File: src/rtl/atfp_pkg.sv
`timescale 1ns / 1ps
// ----------------------------------------------------------------------------
// atfp_pkg
// Shared types, phase codes and keyword tables of the telemetry frame parser.
// ----------------------------------------------------------------------------
package atfp_pkg;

	localparam int PHASE_W = 5;
	localparam int KPOS_W  = 4;
	localparam int ACC_W   = 16;
	localparam int AGE_W   = 16;
	localparam int DATA_W  = 64;

	// parser phases: hunt, keyword tails, then one phase per frame body character
	localparam logic [PHASE_W-1:0] PHASE_HUNT     = 5'd0;
	localparam logic [PHASE_W-1:0] PHASE_ACK_TAIL = 5'd1;
	localparam logic [PHASE_W-1:0] PHASE_DAT_TAIL = 5'd2;
	localparam logic [PHASE_W-1:0] PHASE_FRAME    = 5'd3;
	localparam logic [PHASE_W-1:0] PHASE_LAST     = 5'd30;
	localparam logic [PHASE_W-1:0] BODY_LEN       = 5'd28;

	localparam logic [KPOS_W-1:0] KPOS_PREFIX_END = 4'd4;
	localparam logic [KPOS_W-1:0] KPOS_TAIL_START = 4'd5;
	localparam logic [KPOS_W-1:0] KPOS_TAIL_LAST  = 4'd6;
	localparam logic [KPOS_W-1:0] KPOS_INIT_LAST  = 4'd11;
	localparam logic [KPOS_W-1:0] KPOS_INIT_LEN   = 4'd12;
	localparam logic [KPOS_W-1:0] KPOS_KW_LEN     = 4'd7;
	localparam logic [KPOS_W-1:0] KPOS_DIGIT_SEEN = 4'd1;

	localparam logic [1:0] FIELD_THR = 2'd2;

	localparam logic [AGE_W-1:0] TIMEOUT_RESET = 16'd2000;
	localparam logic [AGE_W-1:0] AGE_MAX       = 16'hFFFF;

	localparam logic [7:0] CH_DIGIT_MARK = "#";
	localparam logic [7:0] CH_SEP        = ":";
	localparam logic [7:0] CH_B          = "B";
	localparam logic [7:0] CH_A          = "A";
	localparam logic [7:0] CH_D          = "D";
	localparam logic [7:0] CH_ZERO       = "0";
	localparam logic [7:0] CH_NINE       = "9";

	localparam logic [19:0] LIMIT_WIDE   = 20'd65535;
	localparam logic [19:0] LIMIT_NARROW = 20'd255;

	typedef struct packed {
		logic [15:0] battery;
		logic [7:0]  throttle;
		logic [15:0] elevator;
		logic [15:0] aileron;
	} fields_t;

	typedef struct packed {
		logic [PHASE_W-1:0] phase;
		logic [KPOS_W-1:0]  kpos;
		logic [ACC_W-1:0]   acc;
		fields_t            pending;
		fields_t            held;
		logic               link;
		logic [AGE_W-1:0]   age;
	} state_t;

	// frame_valid sits in the lowest bit
	typedef struct packed {
		logic link_up;
		logic init_ack_seen;
		logic ack_seen;
		logic frame_error;
		logic frame_valid;
	} flags_t;

	// ":AIL#:ELV#:THR#:BAT#:BAS_EOF", # marks a digit field
	function automatic logic [7:0] body_char(input logic [PHASE_W-1:0] p);
		logic [7:0] c;
		unique case (p)
			5'd0, 5'd5, 5'd10, 5'd15, 5'd20: c = ":";
			5'd4, 5'd9, 5'd14, 5'd19:        c = CH_DIGIT_MARK;
			5'd1:  c = "A";
			5'd2:  c = "I";
			5'd3:  c = "L";
			5'd6:  c = "E";
			5'd7:  c = "L";
			5'd8:  c = "V";
			5'd11: c = "T";
			5'd12: c = "H";
			5'd13: c = "R";
			5'd16: c = "B";
			5'd17: c = "A";
			5'd18: c = "T";
			5'd21: c = "B";
			5'd22: c = "A";
			5'd23: c = "S";
			5'd24: c = "_";
			5'd25: c = "E";
			5'd26: c = "O";
			5'd27: c = "F";
			default: c = 8'h00;
		endcase
		return c;
	endfunction

	function automatic logic [1:0] field_of(input logic [PHASE_W-1:0] p);
		logic [1:0] f;
		unique case (p)
			5'd9:    f = 2'd1;
			5'd14:   f = 2'd2;
			5'd19:   f = 2'd3;
			default: f = 2'd0;
		endcase
		return f;
	endfunction

	// "BAS_ACK" or "BAS_DAT"
	function automatic logic [7:0] kw_char(input logic dat, input logic [KPOS_W-1:0] k);
		logic [7:0] c;
		unique case (k)
			4'd0:    c = "B";
			4'd1:    c = "A";
			4'd2:    c = "S";
			4'd3:    c = "_";
			4'd4:    c = dat ? "D" : "A";
			4'd5:    c = dat ? "A" : "C";
			4'd6:    c = dat ? "T" : "K";
			default: c = 8'h00;
		endcase
		return c;
	endfunction

	// link bring-up keyword
	function automatic logic [7:0] init_char(input logic [KPOS_W-1:0] k);
		logic [7:0] c;
		unique case (k)
			4'd0:    c = "B";
			4'd1:    c = "A";
			4'd2:    c = "S";
			4'd3:    c = "_";
			4'd4:    c = "I";
			4'd5:    c = "N";
			4'd6:    c = "I";
			4'd7:    c = "T";
			4'd8:    c = "_";
			4'd9:    c = "A";
			4'd10:   c = "C";
			4'd11:   c = "K";
			default: c = 8'h00;
		endcase
		return c;
	endfunction

endpackage

File: src/rtl/atfp_step.sv
`timescale 1ns / 1ps
// ----------------------------------------------------------------------------
// atfp_step
// Next-state and result flags of the parser for one byte or one tick.
// ----------------------------------------------------------------------------
module atfp_step (
	input  atfp_pkg::state_t    cur,
	input  logic                cmd,
	input  logic [7:0]          rx_byte,
	input  logic [15:0]         timeout,
	output atfp_pkg::state_t    nxt,
	output atfp_pkg::flags_t    flags
);
	import atfp_pkg::*;

	logic                is_b;
	logic                is_digit;
	logic [PHASE_W-1:0]  p;
	logic [7:0]          t;
	logic [1:0]          field;
	logic [19:0]         acc_x10;
	logic [19:0]         limit;
	logic [AGE_W-1:0]    age_inc;
	logic                frame_bad;

	assign is_b     = (rx_byte == CH_B);
	assign is_digit = (rx_byte >= CH_ZERO) && (rx_byte <= CH_NINE);
	assign p        = cur.phase - PHASE_FRAME;
	assign t        = body_char(p);
	assign field    = field_of(p);
	assign acc_x10  = ({4'b0, cur.acc} << 3) + ({4'b0, cur.acc} << 1)
		+ {16'b0, rx_byte[3:0]};
	assign limit    = (field == FIELD_THR) ? LIMIT_NARROW : LIMIT_WIDE;
	assign age_inc  = (cur.age == AGE_MAX) ? cur.age : cur.age + 16'd1;

	always_comb begin
		nxt       = cur;
		flags     = '0;
		frame_bad = 1'b0;
		if (cmd) begin
			if (cur.link) begin
				nxt.age = age_inc;
				if (age_inc >= timeout) begin
					nxt.link  = 1'b0;
					nxt.age   = '0;
					nxt.phase = PHASE_HUNT;
					nxt.kpos  = '0;
					nxt.acc   = '0;
				end
			end
		end else if (!cur.link) begin
			if (cur.kpos < KPOS_INIT_LEN && rx_byte == init_char(cur.kpos)) begin
				if (cur.kpos == KPOS_INIT_LAST) begin
					flags.init_ack_seen = 1'b1;
					nxt.link  = 1'b1;
					nxt.age   = '0;
					nxt.phase = PHASE_HUNT;
					nxt.kpos  = '0;
					nxt.acc   = '0;
				end else begin
					nxt.kpos = cur.kpos + 4'd1;
				end
			end else begin
				nxt.phase = PHASE_HUNT;
				nxt.kpos  = {3'b0, is_b};
			end
		end else if (cur.phase >= PHASE_FRAME) begin
			if (p >= BODY_LEN) begin
				frame_bad = 1'b1;
			end else if (t == CH_DIGIT_MARK) begin
				if (is_digit) begin
					if (acc_x10 > limit) begin
						frame_bad = 1'b1;
					end else begin
						nxt.acc  = acc_x10[ACC_W-1:0];
						nxt.kpos = KPOS_DIGIT_SEEN;
					end
				end else if (cur.kpos == KPOS_DIGIT_SEEN && rx_byte == CH_SEP) begin
					unique case (field)
						2'd0: nxt.pending.aileron  = cur.acc;
						2'd1: nxt.pending.elevator = cur.acc;
						2'd2: nxt.pending.throttle = cur.acc[7:0];
						2'd3: nxt.pending.battery  = cur.acc;
					endcase
					nxt.acc   = '0;
					nxt.kpos  = '0;
					nxt.phase = cur.phase + 5'd2;
				end else begin
					frame_bad = 1'b1;
				end
			end else if (rx_byte != t) begin
				frame_bad = 1'b1;
			end else if (cur.phase == PHASE_LAST) begin
				flags.frame_valid = 1'b1;
				nxt.held  = cur.pending;
				nxt.phase = PHASE_HUNT;
				nxt.kpos  = '0;
				nxt.acc   = '0;
			end else begin
				nxt.phase = cur.phase + 5'd1;
			end
			// a broken frame re-examines the byte as the start of a keyword
			if (frame_bad) begin
				flags.frame_error = 1'b1;
				nxt.phase = PHASE_HUNT;
				nxt.kpos  = {3'b0, is_b};
				nxt.acc   = '0;
			end
		end else if (cur.phase == PHASE_HUNT) begin
			if (cur.kpos < KPOS_PREFIX_END) begin
				if (rx_byte == kw_char(1'b0, cur.kpos)) begin
					nxt.kpos = cur.kpos + 4'd1;
				end else begin
					nxt.kpos = {3'b0, is_b};
				end
			end else if (rx_byte == CH_A) begin
				nxt.phase = PHASE_ACK_TAIL;
				nxt.kpos  = KPOS_TAIL_START;
			end else if (rx_byte == CH_D) begin
				nxt.phase = PHASE_DAT_TAIL;
				nxt.kpos  = KPOS_TAIL_START;
			end else begin
				nxt.kpos = {3'b0, is_b};
			end
		end else begin
			if (cur.kpos < KPOS_KW_LEN
				&& rx_byte == kw_char(cur.phase == PHASE_DAT_TAIL, cur.kpos)) begin
				if (cur.kpos == KPOS_TAIL_LAST) begin
					nxt.kpos = '0;
					if (cur.phase == PHASE_ACK_TAIL) begin
						flags.ack_seen = 1'b1;
						nxt.age   = '0;
						nxt.phase = PHASE_HUNT;
					end else begin
						nxt.phase = PHASE_FRAME;
						nxt.acc   = '0;
					end
				end else begin
					nxt.kpos = cur.kpos + 4'd1;
				end
			end else begin
				nxt.phase = PHASE_HUNT;
				nxt.kpos  = {3'b0, is_b};
			end
		end
		flags.link_up = nxt.link;
	end

endmodule

File: src/rtl/ascii_telemetry_frame_parser.sv
`timescale 1ns / 1ps
// ----------------------------------------------------------------------------
// ascii_telemetry_frame_parser
// Link keyword tracking and telemetry frame parsing, one byte or tick a cycle unless the result side stalls.
// ----------------------------------------------------------------------------
// path: a taken request is registered in the input stage, then in the result stage; a result stall holds both
// throughput: one item per cycle while the result side does not stall; the parser state updates once per item
// reset: asynchronous, link down, parser hunting, held values zero,
// timeout register 2000; no clearing pass, items are taken straight after reset
module ascii_telemetry_frame_parser (
	input  logic        clk,
	input  logic        arst_n,
	input  logic        s_tvalid,
	output logic        s_tready,
	input  logic [7:0]  s_tdata,   // rx_byte
	input  logic        s_tuser,   // cmd
	output logic        m_tvalid,
	input  logic        m_tready,
	// frame_valid, frame_error, ack_seen, init_ack_seen, link_up,
	// aileron[20:5], elevator[36:21], throttle[44:37], battery[60:45], zero pad
	output logic [63:0] m_tdata,
	input  logic        cfg_valid,
	output logic        cfg_ready,
	input  logic [15:0] cfg_data
);
	import atfp_pkg::*;

	logic        s1_valid;
	logic        cmd_s1;
	logic [7:0]  byte_s1;
	logic        out_valid_q;
	logic [63:0] out_data_q;
	logic [15:0] timeout_q;
	state_t      st_q;
	state_t      st_nxt;
	flags_t      flags;
	logic        advance;

	// the stage moves on whenever the result slot is free or being emptied
	assign advance   = s1_valid && (!out_valid_q || m_tready);
	assign s_tready  = !s1_valid || advance;
	assign cfg_ready = 1'b1;
	assign m_tvalid  = out_valid_q;
	assign m_tdata   = out_data_q;

	atfp_step u_step (
		.cur     (st_q),
		.cmd     (cmd_s1),
		.rx_byte (byte_s1),
		.timeout (timeout_q),
		.nxt     (st_nxt),
		.flags   (flags)
	);

	always_ff @(posedge clk or negedge arst_n) begin
		if (!arst_n) begin
			s1_valid    <= 1'b0;
			out_valid_q <= 1'b0;
			timeout_q   <= TIMEOUT_RESET;
			st_q        <= '0;
		end else begin
			if (s_tready) begin
				s1_valid <= s_tvalid;
			end
			if (advance) begin
				out_valid_q <= 1'b1;
				st_q        <= st_nxt;
			end else if (m_tready) begin
				out_valid_q <= 1'b0;
			end
			if (cfg_valid) begin
				timeout_q <= cfg_data;
			end
		end
	end

	always_ff @(posedge clk) begin
		if (s_tvalid && s_tready) begin
			cmd_s1  <= s_tuser;
			byte_s1 <= s_tdata;
		end
		if (advance) begin
			out_data_q <= {3'b0, st_nxt.held, flags};
		end
	end

	a_single_outcome: assert property (@(posedge clk) disable iff (!arst_n)
		out_valid_q |-> !(out_data_q[0] && out_data_q[1]))
		else $error("frame closed valid and in error at once");

	a_init_brings_up: assert property (@(posedge clk) disable iff (!arst_n)
		out_valid_q && out_data_q[3] |-> out_data_q[4])
		else $error("init acknowledgement without link up");

	a_frame_needs_link: assert property (@(posedge clk) disable iff (!arst_n)
		st_q.phase >= PHASE_FRAME |-> st_q.link)
		else $error("frame open while link down");

	a_stage_holds: assert property (@(posedge clk) disable iff (!arst_n)
		s1_valid && !advance |=> s1_valid && $stable(byte_s1) && $stable(cmd_s1))
		else $error("stalled input stage lost its item");

endmodule

File: config.mk
export PLATFORM = sky130hd
export DESIGN_NAME = ascii_telemetry_frame_parser
export DESIGN_NICKNAME = d
export VERILOG_FILES = /design/src/rtl/atfp_pkg.sv /design/src/rtl/atfp_step.sv /design/src/rtl/ascii_telemetry_frame_parser.sv
export SDC_FILE = /design/constraint.sdc
export NUM_CORES = 1
export LEC_CHECK = 0
export BUFFER_PORTS_ARGS = -buffer_cell sky130_fd_sc_hd__buf_2
export CAP_MARGIN = 20
export CORE_ASPECT_RATIO = 0.75
export CORE_MARGIN = 1
export CORE_UTILIZATION = 50
export DETAILED_ROUTE_END_ITERATION = 10
export PLACE_DENSITY = 0.68
export SLEW_MARGIN = 20
export SYNTH_ARGS = -nofsm -noshare
export SYNTH_HDL_FRONTEND = slang
export SYNTH_HIERARCHICAL = 1
export SYNTH_SLANG_ARGS = --single-unit
File: constraint.sdc
create_clock -name clk -period 7.8 [get_ports clk]
set_input_delay 1.17 -clock clk [delete_from_list [all_inputs] [get_ports clk]]
set_output_delay 1.17 -clock clk [all_outputs]
set_load 0.1 [all_outputs]
==> impl_metrics.py <==
metrics = {
    "cts": {
        "cts.reportedPaths.clkPinSlew_ns": 0.06,
        "clkLatencyLatePin_ns": 0.55,
        "cts_buffers": 25,
        "tritoncts_clock_tree": "yes",
        "post_cts_resized": 0,
        "tritoncts_num_sinks": 242,
        "cts.htree.levels": 1,
        "clock_tree.root_cell": "sky130_fd_sc_hd__clkbuf_16",
        "post_cts_buffers": 0,
        "clockBufferDepth": 3,
        "hold_buffers": 0,
    },
    "critical_path": {
        "crit_path_max_cell_delay_ns": 0.61,
        "critical_path.slowest_cell": "sky130_fd_sc_hd__dfrtp_1",
        "r2r_cells": 23,
        "regToRegSetupSlack_ns": 1.37,
        "critical_path.cell_chain": "inv_1 > fa_1 > inv_1 > fa_1 > a21o_1 > a221o_1 > a21oi_1 > o21bai_1 > a21o_1 > a21oi_1 > xnor2_1 > ha_1 > nand4_1 > nor3_1 > nand4_1 > o21ai_0 > nand4_1 > nor4b_4 > buf_4 > o311ai_2 > a21o_1 > o21ai_0 > mux2_4",
        "worst_r2r_endpoint": "st_q[133]",
        "setup.worst_path.class": "reg2reg",
        "crit_required_ns": 8.28,
        "worstSetupEndpointType": "register",
        "critPathArrivalTime_ns": 6.91,
        "largest_fanout_of_any_net_on_the_critical_path": 31,
        "critPathLaunchType": "register",
        "critical_path.reg2reg.startpoint": "st_q[129]",
    },
    "synthesis": {
        "synthFlopType": "sky130_fd_sc_hd__dfrtp_1",
        "post_synth_instance_area_um2": 15600,
        "synth.ff_latch_count": 242,
        "synth_edf_count": 70,
        "synth_area_per_cell_um2": 11.7,
        "cells_after_synth": 1327,
        "synth_warnings": 6,
        "async_reset_ff_share_pct": 71.1,
        "synth.lib_cells_used.distinct": 84,
        "share_of_the_yosys_chip_area_belonging_to_registers_pct": 41.2,
    },
    "pwr": {
        "power.switching_fraction_pct": 27.2,
        "vdd_ir_drop_max_mv": 0.165,
        "p_comb_share_pct": 11.3,
        "power.static_leakage_nw": 7.87,
        "total_switching_power_mw": 0.783,
        "sequentialPowerShare_pct": 47.4,
        "p_clk_share_pct": 41.4,
        "power_density_nw_per_um2": 170,
        "total_internal_power_mw": 2.09,
    },
    "grt": {
        "grt_antenna_before_repair": 0,
        "grt_first_pass_wirelength_um": 58500,
        "grt_max_degree": 142,
        "first_global_vias": 10600,
        "grt_overflow_total": 0,
        "grt.total_usage_pct": 23.0,
    },
    "floorplanning": {
        "core_area_um2": 30300,
        "io_pins": 97,
        "std_cell_rows": 55,
        "die_x_um": 206,
        "floorplan.die_area_um2": 31800,
        "die_y_um": 155,
        "floorplan.initialDensity_pct": 51.3,
    },
    "placed_design": {
        "port_buffers": 92,
        "dp.final_hpwl_um": 24300,
        "placed_cells": 1751,
        "gpl.final_weighted_congestion": 0.945,
    },
    "route": {
        "firstDrtPassIters": 5,
        "viasPerCell": 6.05,
        "antenna_violating_nets_post_route": 0,
        "remaining_drc_errors": 0,
        "totalWireLength_um": 35800,
        "drt-initial-drc-count": 1057,
        "detailroute.via_count": 10900,
        "detail_route.wl_per_cell_um": 19.9,
    },
    "cells_and_area": {
        "nets": 1483,
        "final_layout_size_suffix_gt1_share_pct": 31.3,
        "area_growth_pct": 9.01,
        "final_common_cell": "sky130_fd_sc_hd__dfrtp_1",
        "antenna-diode-count": 0,
        "mostFrequentLayoutCells": "sky130_fd_sc_hd__dfrtp_1, sky130_fd_sc_hd__mux2_4, sky130_fd_sc_hd__mux2_2",
        "finalNonFillerCells": 1797,
    },
    "sta": {
        "finalClockSkew_ns": 0.0126,
        "post-route-period-util_pct": 82.4,
        "setup_total_negative_slack_ns": 0,
        "worst_pin_slew_ns": 1.08,
        "report.final.setup_viol": 0,
        "hold_viol_final": 0,
        "relSlewSlack_pct": 27.8,
        "rsz0062_at_grt": "false",
        "final.min_clock_period_ns": 6.43,
        "timing_max_transition_violations_final": 0,
        "max_clock_freq_ghz": 0.156,
    },
    "run": {
        "max_cap_violations": 0,
    },
    "min_path": {
        "timing.hold.worst_endpoint": "timeout_q[13]",
        "min_delay_path_depth": 1,
        "hold_start": "timeout_q[13]",
        "holdCritPathClass": "reg2reg",
    },
    "status": {
        "outcome": "finished, final reports clean",
    },
}
## cells by family after synthesis
logic type,share of synthesized area [%]
AOI/OAI and AO/OA,10.8
xor gates and xnor gates,2.76
adders and majority gates,6.05
buffers and inverters,4.11
DFF,41.2
muxes,25.2
other,0.0483
and+or+nand+nor,9.90
## cells in the mapped netlist, types with 9 or more instances
library cell               number  area, µm²
sky130_fd_sc_hd__dfrtp_1      166       4150
sky130_fd_sc_hd__nor3b_1       14        105
sky130_fd_sc_hd__nand3_1       31        155
sky130_fd_sc_hd__nor3_1        20        100
sky130_fd_sc_hd__inv_1         42        158
sky130_fd_sc_hd__a22o_1        11       96.3
sky130_fd_sc_hd__xor2_1        18        158
sky130_fd_sc_hd__o21ai_1       12       60.1
sky130_fd_sc_hd__edfxtp_1      70       2100
sky130_fd_sc_hd__buf_2         25        125
sky130_fd_sc_hd__mux2_4       159       2390
sky130_fd_sc_hd__a211oi_1      17        128
sky130_fd_sc_hd__a21o_1        21        158
sky130_fd_sc_hd__nand2b_1      16        100
sky130_fd_sc_hd__and3_1        15       93.8
sky130_fd_sc_hd__a21oi_1       60        300
sky130_fd_sc_hd__nor2b_1        9       56.3
sky130_fd_sc_hd__ha_1          72        901
sky130_fd_sc_hd__nand4_1       15       93.8
sky130_fd_sc_hd__mux2_1        15        169
sky130_fd_sc_hd__a31oi_1       14       87.6
sky130_fd_sc_hd__nand2_1       69        259
sky130_fd_sc_hd__clkbuf_1      25       93.8
sky130_fd_sc_hd__mux2_2       113       1270
sky130_fd_sc_hd__or3_1         10       62.6
sky130_fd_sc_hd__buf_6         17        191
sky130_fd_sc_hd__o21ai_0       52        260
sky130_fd_sc_hd__xnor2_1       31        272
sky130_fd_sc_hd__nor2_1        56        210
## cell type report
type | instances | area [µm²]
multi-input cells | 968 | 8540
fillers | 2560 | 13400
clock inverters | 15 | 146
flip-flops and latches | 242 | 6410
repair buffers | 100 | 539
inverters | 42 | 158
clock buffers | 31 | 668
well taps | 399 | 499
## worst max-delay path, delay by kind of cell (launching register included)
family | cells | cell delay [ns]
XOR/XNOR | 1 | 0.14
flip-flops | 1 | 0.61
multiplexers | 1 | 0.18
adder cells (fa/ha/maj) | 3 | 1.35
buffers and inverters | 3 | 0.62
AND/OR/NAND/NOR | 5 | 0.94
AO/OA/AOI/OAI | 10 | 2.49
## routing by layer
layer	wire length, µm	GRT usage, %	part of all wire [%]
met1	17700	36.2	49
met2	15200	33.2	42
met3	2330	3.24	6.5
met4	605	4.87	1.7
met5	0	0	0
## worst max-delay path by stage
stage | startpoint | cells after the start | endpoint
after detailed placement | st_q[131] | 23 | st_q[130]
after global placement | st_q[131] | 23 | st_q[133]
after global routing | st_q[131] | 23 | st_q[133]
final | st_q[129] | 23 | st_q[133]
after CTS | st_q[131] | 23 | st_q[133]
after floorplan | byte_s1[3] | 24 | st_q[131]
## stage by stage
stage	power [mW]	util, %	hold WS (ns)	setup slack, ns	area, µm²
finish	2.88	55.9	0.484	1.37	17000
global route	2.97	55.9	0.515	0.980	17000
global placement	1.71	53.2	0.463	1.54	16100
CTS	2.91	55.9	0.492	1.43	17000
floorplan	1.66	-	0.454	2.47	15600
detailed placement	1.71	53.2	0.477	1.47	16100
## registers in the layout, summed over array words and instances (netlist names)
name       count
timeout_q     16
m_tdata       61
st_q         154
s1_valid       1
cmd_s1         1
m_tvalid       1
byte_s1        8
## power groups by stage
stage | Combinational, mW | Clock, mW | Sequential, mW
finish | 0.325 | 1.19 | 1.36
global placement | 0.325 | 0 | 1.39
global route | 0.342 | 1.27 | 1.36
floorplan | 0.142 | 0 | 1.51
CTS | 0.328 | 1.22 | 1.36
detailed placement | 0.327 | 0 | 1.39
Power figures use the tool's default switching activity.
